`src/rtl/bst_pkg.sv`:
```
// Shared constants, codes and control types of the barrier table.
package bst_pkg;

    localparam int BARRIERS = 16;
    localparam int WAITERS  = 16;

    localparam int OP_W    = 2;
    localparam int KEY_W   = 31;
    localparam int GOAL_W  = 8;
    localparam int IDX_W   = 4;
    localparam int WID_W   = 8;
    localparam int KIND_W  = 3;

    localparam int BIDX_W  = (BARRIERS > 1) ? $clog2(BARRIERS) : 1;
    localparam int FILL_W  = $clog2(WAITERS + 1);
    localparam int STORE_DEPTH = BARRIERS * WAITERS;
    localparam int ADDR_W  = (STORE_DEPTH > 1) ? $clog2(STORE_DEPTH) : 1;

    typedef enum logic [OP_W-1:0] {
        OP_INIT    = 2'd0,
        OP_WAIT    = 2'd1,
        OP_DESTROY = 2'd2,
        OP_NONE    = 2'd3
    } op_t;

    typedef enum logic [KIND_W-1:0] {
        KIND_INDEX    = 3'd0,
        KIND_FULL     = 3'd1,
        KIND_BLOCKED  = 3'd2,
        KIND_RELEASED = 3'd3,
        KIND_CLEARED  = 3'd4,
        KIND_OVERFLOW = 3'd5
    } kind_t;

    typedef struct packed {
        logic  capture;
        logic  search;
        logic  alloc;
        logic  blocked_wr;
        logic  count_clr;
        logic  entry_clr;
        logic  fill_clr;
        logic  slot_inc;
        logic  rd_en;
        logic  emit;
        kind_t emit_kind;
        logic  emit_last;
    } ctrl_cmd_t;

    typedef struct packed {
        logic idx_ok;
        logic hit_any;
        logic free_any;
        logic goal_hit;
        logic queue_full;
        logic slot_done;
        logic out_free;
    } dp_status_t;

endpackage

```
`src/rtl/bst_ram.sv`:
```
// Generic single-port RAM with registered read data.
module bst_ram #(
    parameter int WIDTH = 8,
    parameter int DEPTH = 256
) (
    input  logic                                   aclk,
    input  logic                                   we,
    input  logic                                   re,
    input  logic [((DEPTH > 1) ? $clog2(DEPTH) : 1)-1:0] addr,
    input  logic [WIDTH-1:0]                       wdata,
    output logic [WIDTH-1:0]                       rdata
);

    logic [WIDTH-1:0] mem [DEPTH];
    logic [WIDTH-1:0] rdata_reg;

    always_ff @(posedge aclk) begin
        if (we) begin
            mem[addr] <= wdata;
        end
        if (re) begin
            rdata_reg <= mem[addr];
        end
    end

    assign rdata = rdata_reg;

endmodule

```
`src/rtl/bst_datapath.sv`:
```
// Entry table, waiter queues, request capture and result register.
module bst_datapath (
    input  logic                         aclk,
    input  logic                         aresetn,
    input  bst_pkg::ctrl_cmd_t           cmd,
    output bst_pkg::dp_status_t          st,
    input  logic [bst_pkg::KEY_W-1:0]    s_barrier_key,
    input  logic [bst_pkg::GOAL_W-1:0]   s_goal_count,
    input  logic [bst_pkg::IDX_W-1:0]    s_entry_index,
    input  logic [bst_pkg::WID_W-1:0]    s_waiter_id,
    output logic                         m_valid,
    input  logic                         m_ready,
    output logic [bst_pkg::KIND_W-1:0]   m_kind,
    output logic [bst_pkg::IDX_W-1:0]    m_result_index,
    output logic [bst_pkg::WID_W-1:0]    m_released_id,
    output logic                         m_last
);

    // Captured request.
    logic [bst_pkg::KEY_W-1:0]  key_reg;
    logic [bst_pkg::GOAL_W-1:0] goal_reg;
    logic [bst_pkg::IDX_W-1:0]  idx_reg;
    logic [bst_pkg::WID_W-1:0]  wid_reg;

    // Entry table.
    logic                        valid_reg  [bst_pkg::BARRIERS];
    logic [bst_pkg::KEY_W-1:0]   ekey_reg   [bst_pkg::BARRIERS];
    logic [bst_pkg::GOAL_W-1:0]  egoal_reg  [bst_pkg::BARRIERS];
    logic [bst_pkg::GOAL_W-1:0]  count_reg  [bst_pkg::BARRIERS];
    logic [bst_pkg::FILL_W-1:0]  fill_reg   [bst_pkg::BARRIERS];

    logic [bst_pkg::BARRIERS-1:0] hit_vec_reg;
    logic [bst_pkg::BARRIERS-1:0] free_vec_reg;
    logic [bst_pkg::FILL_W-1:0]   slot_reg;

    // Result register.
    logic                        m_valid_reg;
    logic [bst_pkg::KIND_W-1:0]  m_kind_reg;
    logic [bst_pkg::IDX_W-1:0]   m_index_reg;
    logic [bst_pkg::WID_W-1:0]   m_id_reg;
    logic                        m_last_reg;

    logic [bst_pkg::BIDX_W-1:0]  idx_lo;
    logic [bst_pkg::BIDX_W-1:0]  first_hit;
    logic [bst_pkg::BIDX_W-1:0]  first_free;
    logic [bst_pkg::BIDX_W-1:0]  chosen;
    logic [bst_pkg::GOAL_W-1:0]  cnt_inc;
    logic [bst_pkg::FILL_W-1:0]  cur_fill;
    logic [bst_pkg::FILL_W-1:0]  slot_sel;
    logic [bst_pkg::ADDR_W-1:0]  ram_addr;
    logic [bst_pkg::WID_W-1:0]   ram_rdata;
    logic [bst_pkg::IDX_W-1:0]   res_index;
    logic [bst_pkg::WID_W-1:0]   res_id;

    assign idx_lo   = idx_reg[bst_pkg::BIDX_W-1:0];
    assign cnt_inc  = count_reg[idx_lo] + bst_pkg::GOAL_W'(1);
    assign cur_fill = fill_reg[idx_lo];

    // Lowest set bit of the registered match and free vectors.
    always_comb begin
        first_hit  = '0;
        first_free = '0;
        for (int i = bst_pkg::BARRIERS - 1; i >= 0; i--) begin
            if (hit_vec_reg[i]) begin
                first_hit = bst_pkg::BIDX_W'(i);
            end
            if (free_vec_reg[i]) begin
                first_free = bst_pkg::BIDX_W'(i);
            end
        end
    end

    assign chosen = (|hit_vec_reg) ? first_hit : first_free;

    assign st.idx_ok     = (32'(idx_reg) < bst_pkg::BARRIERS);
    assign st.hit_any    = |hit_vec_reg;
    assign st.free_any   = |free_vec_reg;
    assign st.goal_hit   = (cnt_inc == egoal_reg[idx_lo]);
    assign st.queue_full = (32'(cur_fill) >= bst_pkg::WAITERS);
    assign st.slot_done  = (slot_reg >= cur_fill);
    assign st.out_free   = !m_valid_reg || m_ready;

    // A blocked arrival writes at the fill slot; a drain reads at the drain slot.
    assign slot_sel = cmd.blocked_wr ? cur_fill : slot_reg;
    assign ram_addr = bst_pkg::ADDR_W'(32'(idx_lo) * bst_pkg::WAITERS + 32'(slot_sel));

    bst_ram #(
        .WIDTH (bst_pkg::WID_W),
        .DEPTH (bst_pkg::STORE_DEPTH)
    ) u_waiter_ram (
        .aclk  (aclk),
        .we    (cmd.blocked_wr),
        .re    (cmd.rd_en),
        .addr  (ram_addr),
        .wdata (wid_reg),
        .rdata (ram_rdata)
    );

    always_comb begin
        case (cmd.emit_kind)
            bst_pkg::KIND_INDEX:    res_index = bst_pkg::IDX_W'(chosen);
            bst_pkg::KIND_FULL:     res_index = '0;
            default:                res_index = idx_reg;
        endcase
        case (cmd.emit_kind)
            bst_pkg::KIND_BLOCKED:  res_id = wid_reg;
            bst_pkg::KIND_RELEASED: res_id = ram_rdata;
            default:                res_id = '0;
        endcase
    end

    always_ff @(posedge aclk) begin
        if (cmd.capture) begin
            key_reg  <= s_barrier_key;
            goal_reg <= s_goal_count;
            idx_reg  <= s_entry_index;
            wid_reg  <= s_waiter_id;
        end
        if (cmd.search) begin
            for (int i = 0; i < bst_pkg::BARRIERS; i++) begin
                hit_vec_reg[i]  <= valid_reg[i] && (ekey_reg[i] == key_reg);
                free_vec_reg[i] <= !valid_reg[i];
            end
        end
        if (cmd.emit) begin
            m_kind_reg  <= cmd.emit_kind;
            m_index_reg <= res_index;
            m_id_reg    <= res_id;
            m_last_reg  <= cmd.emit_last;
        end
    end

    always_ff @(posedge aclk) begin
        if (!aresetn) begin
            for (int i = 0; i < bst_pkg::BARRIERS; i++) begin
                valid_reg[i] <= 1'b0;
                ekey_reg[i]  <= '0;
                egoal_reg[i] <= '0;
                count_reg[i] <= '0;
                fill_reg[i]  <= '0;
            end
            slot_reg    <= '0;
            m_valid_reg <= 1'b0;
        end else begin
            if (cmd.alloc) begin
                valid_reg[chosen] <= 1'b1;
                ekey_reg[chosen]  <= key_reg;
                egoal_reg[chosen] <= goal_reg;
            end
            if (cmd.entry_clr) begin
                valid_reg[idx_lo] <= 1'b0;
                ekey_reg[idx_lo]  <= '0;
                egoal_reg[idx_lo] <= '0;
                count_reg[idx_lo] <= '0;
            end
            if (cmd.count_clr) begin
                count_reg[idx_lo] <= '0;
            end
            if (cmd.blocked_wr) begin
                count_reg[idx_lo] <= cnt_inc;
                fill_reg[idx_lo]  <= cur_fill + bst_pkg::FILL_W'(1);
            end
            if (cmd.fill_clr) begin
                fill_reg[idx_lo] <= '0;
            end
            if (cmd.capture) begin
                slot_reg <= '0;
            end else if (cmd.slot_inc) begin
                slot_reg <= slot_reg + bst_pkg::FILL_W'(1);
            end
            if (cmd.emit) begin
                m_valid_reg <= 1'b1;
            end else if (m_ready) begin
                m_valid_reg <= 1'b0;
            end
        end
    end

    assign m_valid        = m_valid_reg;
    assign m_kind         = m_kind_reg;
    assign m_result_index = m_index_reg;
    assign m_released_id  = m_id_reg;
    assign m_last         = m_last_reg;

`ifndef SYNTHESIS
    // A result must never overwrite one that has not been taken.
    a_emit_free: assert property (@(posedge aclk) disable iff (!aresetn)
        cmd.emit |-> (!m_valid_reg || m_ready))
        else $error("result register overwritten while occupied");

    // Queue depth stays within its bound whenever a queue is written or drained.
    a_fill_bound: assert property (@(posedge aclk) disable iff (!aresetn)
        (cmd.blocked_wr || cmd.rd_en) |-> (32'(cur_fill) <= bst_pkg::WAITERS))
        else $error("waiter queue fill beyond capacity");

    // A queue write only happens when there is room and the goal is not met.
    a_block_room: assert property (@(posedge aclk) disable iff (!aresetn)
        cmd.blocked_wr |-> (!st.queue_full && !st.goal_hit))
        else $error("waiter queued into a full queue or at goal");

    // An allocation marks the chosen entry valid.
    a_alloc_valid: assert property (@(posedge aclk) disable iff (!aresetn)
        cmd.alloc |=> valid_reg[$past(chosen)])
        else $error("allocated entry not marked valid");
`endif

endmodule

```
`src/rtl/bst_ctrl.sv`:
```
// Request sequencer: dispatches each operation and walks the release drain.
module bst_ctrl (
    input  logic                      aclk,
    input  logic                      aresetn,
    input  logic                      s_valid,
    input  logic [bst_pkg::OP_W-1:0]  s_op,
    output logic                      s_ready,
    input  bst_pkg::dp_status_t       st,
    output bst_pkg::ctrl_cmd_t        cmd
);

    typedef enum logic [2:0] {
        S_IDLE,
        S_SEARCH,
        S_INIT,
        S_WAIT,
        S_DESTROY,
        S_DRAIN,
        S_REL
    } state_t;

    state_t state_reg;
    state_t state_next;

    always_comb begin
        cmd        = '0;
        cmd.emit_kind = bst_pkg::KIND_CLEARED;
        state_next = state_reg;
        case (state_reg)
            S_IDLE: begin
                if (s_valid) begin
                    cmd.capture = 1'b1;
                    case (s_op)
                        bst_pkg::OP_INIT:    state_next = S_SEARCH;
                        bst_pkg::OP_WAIT:    state_next = S_WAIT;
                        bst_pkg::OP_DESTROY: state_next = S_DESTROY;
                        default:             state_next = S_IDLE;
                    endcase
                end
            end
            S_SEARCH: begin
                cmd.search = 1'b1;
                state_next = S_INIT;
            end
            S_INIT: begin
                cmd.emit_kind = (st.hit_any || st.free_any) ? bst_pkg::KIND_INDEX
                                                            : bst_pkg::KIND_FULL;
                if (st.out_free) begin
                    cmd.emit      = 1'b1;
                    cmd.emit_last = 1'b1;
                    cmd.alloc     = !st.hit_any && st.free_any;
                    state_next    = S_IDLE;
                end
            end
            S_WAIT: begin
                if (!st.idx_ok) begin
                    state_next = S_IDLE;
                end else if (st.goal_hit) begin
                    cmd.count_clr = 1'b1;
                    state_next    = S_DRAIN;
                end else if (st.queue_full) begin
                    cmd.emit_kind = bst_pkg::KIND_OVERFLOW;
                    if (st.out_free) begin
                        cmd.emit      = 1'b1;
                        cmd.emit_last = 1'b1;
                        state_next    = S_IDLE;
                    end
                end else begin
                    cmd.emit_kind = bst_pkg::KIND_BLOCKED;
                    if (st.out_free) begin
                        cmd.blocked_wr = 1'b1;
                        cmd.emit       = 1'b1;
                        cmd.emit_last  = 1'b1;
                        state_next     = S_IDLE;
                    end
                end
            end
            S_DESTROY: begin
                if (!st.idx_ok) begin
                    state_next = S_IDLE;
                end else begin
                    cmd.entry_clr = 1'b1;
                    state_next    = S_DRAIN;
                end
            end
            S_DRAIN: begin
                if (!st.slot_done) begin
                    cmd.rd_en  = 1'b1;
                    state_next = S_REL;
                end else if (st.out_free) begin
                    cmd.emit      = 1'b1;
                    cmd.emit_last = 1'b1;
                    cmd.fill_clr  = 1'b1;
                    state_next    = S_IDLE;
                end
            end
            S_REL: begin
                cmd.emit_kind = bst_pkg::KIND_RELEASED;
                if (st.out_free) begin
                    cmd.emit     = 1'b1;
                    cmd.slot_inc = 1'b1;
                    state_next   = S_DRAIN;
                end
            end
            default: begin
                state_next = S_IDLE;
            end
        endcase
    end

    always_ff @(posedge aclk) begin
        if (!aresetn) begin
            state_reg <= S_IDLE;
        end else begin
            state_reg <= state_next;
        end
    end

    assign s_ready = (state_reg == S_IDLE);

`ifndef SYNTHESIS
    // A request is only taken from idle.
    a_capture_idle: assert property (@(posedge aclk) disable iff (!aresetn)
        cmd.capture |-> (state_reg == S_IDLE) && s_valid)
        else $error("request captured outside idle");

    // Every released waiter is followed by a return to the drain step.
    a_rel_back: assert property (@(posedge aclk) disable iff (!aresetn)
        (state_reg == S_REL) && st.out_free |=> (state_reg == S_DRAIN))
        else $error("drain did not resume after a release");

    // The closing result of a request always returns the sequencer to idle.
    a_last_idle: assert property (@(posedge aclk) disable iff (!aresetn)
        cmd.emit && cmd.emit_last |=> (state_reg == S_IDLE))
        else $error("final result without return to idle");
`endif

endmodule

```
`src/rtl/barrier_sync_table_unit.sv`:
```
// Top level of the counting barrier table: sequencer plus table datapath.
//
//  channel | direction | handshake          | payload
//  s_      | in        | s_valid / s_ready  | op, barrier_key, goal_count, entry_index, waiter_id
//  m_      | out       | m_valid / m_ready  | kind, result_index, released_id, last
//
// Init passes through accept, key compare across all entries, then pick and answer.
// A blocked or overflowing wait answers straight after accept; a destroy or goal-reaching
// wait then drains its queue, the drain being paced by the waiter RAM read.
// Reset is synchronous on aresetn low and clears every entry and queue.
// A stalled m_ready holds the sequencer in place; a new request is taken while the
// last result of the previous one still waits in the output register.
module barrier_sync_table_unit (
    input  logic                        aclk,
    input  logic                        aresetn,
    input  logic                        s_valid,
    output logic                        s_ready,
    input  logic [bst_pkg::OP_W-1:0]    s_op,
    input  logic [bst_pkg::KEY_W-1:0]   s_barrier_key,
    input  logic [bst_pkg::GOAL_W-1:0]  s_goal_count,
    input  logic [bst_pkg::IDX_W-1:0]   s_entry_index,
    input  logic [bst_pkg::WID_W-1:0]   s_waiter_id,
    output logic                        m_valid,
    input  logic                        m_ready,
    output logic [bst_pkg::KIND_W-1:0]  m_kind,
    output logic [bst_pkg::IDX_W-1:0]   m_result_index,
    output logic [bst_pkg::WID_W-1:0]   m_released_id,
    output logic                        m_last
);

    bst_pkg::ctrl_cmd_t  cmd;
    bst_pkg::dp_status_t st;

    bst_ctrl u_ctrl (
        .aclk    (aclk),
        .aresetn (aresetn),
        .s_valid (s_valid),
        .s_op    (s_op),
        .s_ready (s_ready),
        .st      (st),
        .cmd     (cmd)
    );

    bst_datapath u_datapath (
        .aclk           (aclk),
        .aresetn        (aresetn),
        .cmd            (cmd),
        .st             (st),
        .s_barrier_key  (s_barrier_key),
        .s_goal_count   (s_goal_count),
        .s_entry_index  (s_entry_index),
        .s_waiter_id    (s_waiter_id),
        .m_valid        (m_valid),
        .m_ready        (m_ready),
        .m_kind         (m_kind),
        .m_result_index (m_result_index),
        .m_released_id  (m_released_id),
        .m_last         (m_last)
    );

endmodule
```
`config.mk`:
```
export PLATFORM = sky130hd
export DESIGN_NAME = barrier_sync_table_unit
export DESIGN_NICKNAME = d
export VERILOG_FILES = /design/src/rtl/bst_pkg.sv /design/src/rtl/bst_ram.sv /design/src/rtl/bst_datapath.sv /design/src/rtl/bst_ctrl.sv /design/src/rtl/barrier_sync_table_unit.sv
export SDC_FILE = /design/constraint.sdc
export NUM_CORES = 2
export LEC_CHECK = 0
export BUFFER_PORTS_ARGS = -buffer_cell sky130_fd_sc_hd__buf_2
export CORE_ASPECT_RATIO = 2
export CORE_MARGIN = 10
export CORE_UTILIZATION = 60
export DETAILED_ROUTE_END_ITERATION = 12
export PLACE_DENSITY_LB_ADDON = 0.1
export SLEW_MARGIN = 10
export SYNTH_ARGS = -nofsm -noshare
export SYNTH_HDL_FRONTEND = slang
export SYNTH_SLANG_ARGS = --single-unit
export TNS_END_PERCENT = 20
```
`constraint.sdc`:
```
create_clock -name aclk -period 17.3 [get_ports aclk]
set_clock_uncertainty 0.05 [all_clocks]
set_input_delay 1.73 -clock aclk [delete_from_list [all_inputs] [get_ports aclk]]
set_output_delay 1.73 -clock aclk [all_outputs]
set_load 0.005 [all_outputs]
```
Word level (Yosys, flattened, before mapping)
Memories as Yosys holds them, arrays and structs flattened. A register that Yosys moved wholly into a read port is not among the register bits.
Index checks and enable logic that the tools add are counted.
Cells by class
  bitwise gates (word level): 4
  reductions and logical operators: 54
  $add $sub $neg: 4
  equality and inequality tests: 30
  multiplexer cells: 114
  magnitude comparators: 2
Operators by type and width (number)
  == test 31 bit: 16
  2-to-1 mux 4 bit: 45
  2-to-1 mux 31 bit: 2
  OR reduction 31 bit: 2
  2-to-1 mux 1 bit: 45
  2-to-1 mux 8 bit: 5
  OR reduction 16 bit: 2
  OR reduction 8 bit: 3
  one-hot mux 3 bit (7 select lines): 1
  2-to-1 mux 5 bit: 4
  zero test 1 bit: 18
  one-hot mux 3 bit (3 select lines): 2
  logical AND 1 bit: 17
  one-hot mux 8 bit (2 select lines): 1
  2-to-1 mux 3 bit: 5
  == test 3 x 2 -> 1 bit (second input constant): 4
  adder 5 x 1 -> 5 bit (second input constant): 2
  == test 3 bit (second input constant): 3
  adder 8 x 1 -> 8 bit (second input constant): 1
  adder 8 x 5 -> 8 bit: 1
  == test 8 bit: 1
  one-hot mux 4 bit (2 select lines): 1
  == test 3 x 1 -> 1 bit (second input constant): 2
  zero test 3 bit: 2
  other kinds (16): 23
Word-level totals
  RAM bits: 2896
  word-level logic and storage cells: 227
  register bits after elaboration: 108
  memories kept: 6
  output and inout port bits: 18
Memory list
  u_datapath.u_waiter_ram.mem: depth 256, bits a word 8, read ports 1, clocked after memory_dff 1, wr ports 1, RTL line bst_ram.sv:14  | logic [WIDTH-1:0] mem [DEPTH];
  u_datapath.ekey_reg: depth 16, bits a word 31, read ports 16, clocked after memory_dff 0, wr ports 16, RTL line bst_datapath.sv:27  | logic [bst_pkg::KEY_W-1:0] ekey_reg [bst_pkg::BARRIERS];
  u_datapath.count_reg: depth 16, bits a word 8, read ports 1, clocked after memory_dff 1, wr ports 16, RTL line bst_datapath.sv:29  | logic [bst_pkg::GOAL_W-1:0] count_reg [bst_pkg::BARRIERS];
  u_datapath.egoal_reg: depth 16, bits a word 8, read ports 1, clocked after memory_dff 1, wr ports 16, RTL line bst_datapath.sv:28  | logic [bst_pkg::GOAL_W-1:0] egoal_reg [bst_pkg::BARRIERS];
  u_datapath.fill_reg: depth 16, bits a word 5, read ports 1, clocked after memory_dff 1, wr ports 16, RTL line bst_datapath.sv:30  | logic [bst_pkg::FILL_W-1:0] fill_reg [bst_pkg::BARRIERS];
  u_datapath.valid_reg: depth 16, bits a word 1, read ports 16, clocked after memory_dff 0, wr ports 16, RTL line bst_datapath.sv:26  | logic valid_reg [bst_pkg::BARRIERS];

Depth between registers and ports, before layout
  depth after elaboration: 19
  depth in mapped cells: 28

Modules after synthesis
From an unflattened synthesis, not the netlist that was laid out.
Second synthesis, totals
  cell total of the unflattened synthesis: 8376
  area total of the unflattened synthesis: 124393.1 um^2
Modules (own cells, without submodules)
  bst_ram: area an instance 78572.9 um^2, times used 1, sequential area each 61739.2 um^2, cells each 3547
  bst_datapath: area an instance 45352.2 um^2, times used 1, sequential area each 22231.3 um^2, cells each 4768
  bst_ctrl: area an instance 467.9 um^2, times used 1, sequential area each 60.1 um^2, cells each 61

Least setup slack after synthesis
OpenSTA, ideal clock, no wires.
  path type: input port to flip-flop
  from: input port aresetn
  to: memory u_datapath.egoal_reg[12][0] in the netlist's numbering, enable pin
  required time: 16758 ps
  path buffers: 2
  slack: 10821 ps
  stages on the path: 6
  arrival time: 5937 ps
  cell sequence: nor4b_1 clkbuf_1 mux2_2 nand2b_1 clkbuf_1 o21ai_0
RTL lines
  start: declaration: RTL line barrier_sync_table_unit.sv:15  | input logic aresetn,
  end: declaration: RTL line bst_datapath.sv:28

==> impl_metrics.json <==
{
  "first_global_vias": 73600,
  "grt.met3_usage_pct": 6.33,
  "crit_slowest_cell": "nand2_1",
  "powerDensity_nw_per_um2": 113,
  "rows": 236,
  "synth-seq-cells": 3016,
  "maxSlewViolCount": 0,
  "violations": "design-rule violations",
  "yosys_warnings": 0,
  "synth_area_sq_um": 125000,
  "clock_sinks": 3016,
  "p_leak_nw": 46.7,
  "final_nets": 8314,
  "synth_fp_nets": 8283,
  "tns_ns": 0,
  "ys_types": 80,
  "dominantRegCellSynth": "edfxtp_1",
  "synth_top_cells_by_count": "edfxtp_1, nand2_1, nor2_1",
  "p_switching_w": 0.00359,
  "internal-power_w": 0.0119,
  "yosysMostFrequentCell": "edfxtp_1",
  "grt_use_met1_pct": 37.5,
  "cts.repair.resized": 0,
  "dieArea_sq_um": 228000,
  "status": "finished, violations left",
  "grt_max_degree": 174,
  "max_stage_delay_ns": 0.92,
  "syn_area_per_cell_sq_um": 15.2,
  "whs_ns": 0.434,
  "die_w_microns": 342,
  "antenna_found_initial": 31,
  "holdBufCountCts": 0,
  "first_iter_violations": 8743,
  "crit_family": "simple AND/OR/NAND/NOR gates",
  "startpoint_type": "flop",
  "cts_tree": "built",
  "grt_util_met2_pct": 56.5,
  "fmax_mhz": 104,
  "synth_top_area_share_pct": 71.9,
  "worstPathArrival_ns": 10.13,
  "layout-drive-gt1-share_pct": 12.6,
  "path_clk_slew_ns": 0.07,
  "finalHoldViolCount": 0,
  "path_common_cell": "buf_4",
  "place_congestion": 1.03,
  "path_max_fanout": 37,
  "coreArea_sq_um": 207000,
  "grt_use_total_pct": 33.6,
  "synth_area_leader_cell": "edfxtp_1",
  "hpwl_microns": 255000,
  "switching_share_pct": 23.1,
  "fillers": 14400,
  "synthCells": 8216,
  "cp.required_ns": 17.86,
  "critPathBufInv": 4,
  "cts_made_buffers": 267,
  "numPortBuffers": 74,
  "grt_pass1_wl_microns": 542000,
  "drc": 2,
  "rsz0062_at_grt": "false",
  "largest_reg_flops": 2048,
  "htree_levels": 5,
  "area_growth_pct": 9.96,
  "die-height_microns": 665,
  "period_minus_slack_ns": 9.58,
  "crit_path_end_kind": "flop",
  "comb_power_share_pct": 7.5,
  "synth-async-reset-ratio_pct": 0,
  "route.antenna.remaining_nets": 0,
  "vias_per_cell": 6.58,
  "worstMarginPinSlew_ns": 1.39,
  "vias": 73800,
  "worstPathCellList": "buf_4 > buf_4 > mux4_2 > mux2i_1 > mux2_2 > nand3_1 > o211a_1 > o31ai_2 > nand4_2 > buf_4 > nand2_1 > and2_1 > ha_1 > ha_1 > inv_1 > nand3_1 > o21ai_0 > a22o_1 > nand2_1 > nor2_1 > a211oi_1 > o2111ai_1 > or4_1 > or4_1",
  "grt_overflow_total": 0,
  "hold_path_class": "flop to flop",
  "relSlewSlack_pct": 7.30,
  "clock_latency_ns": 0.88,
  "cts_max_path_buffers": 4,
  "postCtsSetupRepairBufs": 0,
  "cts-root-buf": "clkbuf_16",
  "dr.pass1.iters": 12,
  "avgRoutedWirePerCell_microns": 34.4,
  "peakVddDrop_mv": 0.0835,
  "final-setup-viol-count": 0,
  "grt-busiest-layer": "met2",
  "start_util_pct": 60.4,
  "maxCapViolCount": 0,
  "synth_seq_area_share_pct": 72.4,
  "ys_top_cells_by_area": "edfxtp_1, mux4_2, and2_1",
  "crit_type": "flop to flop",
  "min_period_over_period_pct": 55.4,
  "io_pins": 75,
  "seq_power_share_pct": 53.4,
  "wl_microns": 385000,
  "synth-edff-count": 2987,
  "p_clk_share_pct": 39.1
}
-- final cells by class --
class | count | area (sq um) | area share [%]
antenna | 19 | 47.5 | 0.0347
clock buffer | 334 | 7190 | 5.24
clock inverter | 137 | 1490 | 1.09
inverter | 57 | 214 | 0.156
multi-input combinational | 4604 | 32300 | 23.6
sequential | 3016 | 90300 | 65.8
tap | 2737 | 3420 | 2.50
timing repair buffer | 301 | 2200 | 1.60
-- power by group through the flow --
stage	sequential, W	clock [W]	combinational, W
after floorplan	0.00851	0	0.000597
after global placement	0.00844	0	0.00112
after detailed placement	0.00845	0	0.00114
after CTS	0.00829	0.00609	0.00115
after global routing	0.00830	0.00636	0.00121
final	0.00829	0.00607	0.00116
-- worst register-to-register path, delay by kind of cell (launching register included) --
kind | cells | cell delay [ns]
buf+inv | 4 | 1.71
fa+ha+maj | 2 | 0.59
simple gates | 9 | 3.40
flops | 1 | 0.59
mux | 3 | 1.12
compound gates | 6 | 1.89
-- through the flow --
step / worst slack, ns / cells / utilization, % / area [sq um] / total power, W
final: 7.72 / 11200 / 66.4 / 137000 / 0.0155
after global routing: 7.30 / 11200 / 66.4 / 137000 / 0.0159
after CTS: 7.48 / 11200 / 66.3 / 137000 / 0.0155
after detailed placement: 7.53 / 10700 / 62.1 / 128000 / 0.00959
after global placement: 5.60 / 10700 / 62.1 / 128000 / 0.00956
after floorplan: 10.82 / 8216 / - / 125000 / 0.00911
-- cells in the final DEF, fill, tap and decap left out, types with 20 or more instances in the layout --
| cell type | instances |
|---|---|
| edfxtp_1 | 2987 |
| nand2_1 | 837 |
| nor2_1 | 603 |
| and2_1 | 569 |
| xor2_1 | 368 |
| mux2i_1 | 281 |
| clkbuf_16 | 279 |
| mux4_2 | 264 |
| nand3_1 | 226 |
| a21oi_1 | 219 |
| buf_4 | 215 |
| nor4_1 | 178 |
| xnor2_1 | 143 |
| nand4_1 | 125 |
| nor3_1 | 122 |
| o22ai_1 | 119 |
| buf_2 | 73 |
| a22oi_1 | 59 |
| clkbuf_1 | 55 |
| inv_1 | 53 |
| o21ai_0 | 46 |
| clkinv_2 | 44 |
| clkinv_1 | 43 |
| a31oi_1 | 33 |
| bufinv_16 | 30 |
| a2111oi_0 | 27 |
| dfxtp_1 | 26 |
| nor2b_1 | 22 |
| a32oi_1 | 22 |
| a22o_1 | 20 |
-- final timing paths --
kind,startpoint,to,slack [ns],depth (start not counted)
min reg2reg,u_datapath.valid_reg[9]$_DFF_P_,u_datapath.free_vec_reg[9]$_DFFE_PP_,0.43,1
max,flop,u_datapath.u_waiter_ram.rdata[6]$_DFFE_PP_,7.72,24
min,u_datapath.valid_reg[9]$_DFF_P_,u_datapath.free_vec_reg[9]$_DFFE_PP_,0.43,1
max reg2reg,flop,u_datapath.u_waiter_ram.rdata[6]$_DFFE_PP_,7.72,24
-- cell families (layout without fill, tap and decap cells) --
group | after synthesis | after routing | share of synthesized area, %
XOR/XNOR | 512 | 512 | 3.61
AO/OA/AOI/OAI | 728 | 728 | 3.83
other | 0 | 19 | 0
AND/OR/NAND/NOR | 2793 | 2793 | 10.7
flip-flops | 3016 | 3016 | 72.4
buffers and inverters | 596 | 829 | 2.15
adder cells (fa/ha/maj) | 10 | 10 | 0.100
multiplexers | 561 | 561 | 7.24
-- per-layer routing --
metal	part of all wire (%)	vias to the layer above
met5	0.012	-
met4	9.4	8
met3	7.9	1206
met2	50	4050
met1	32	37600
li1	-	30900
Power figures use the tool's default switching activity.
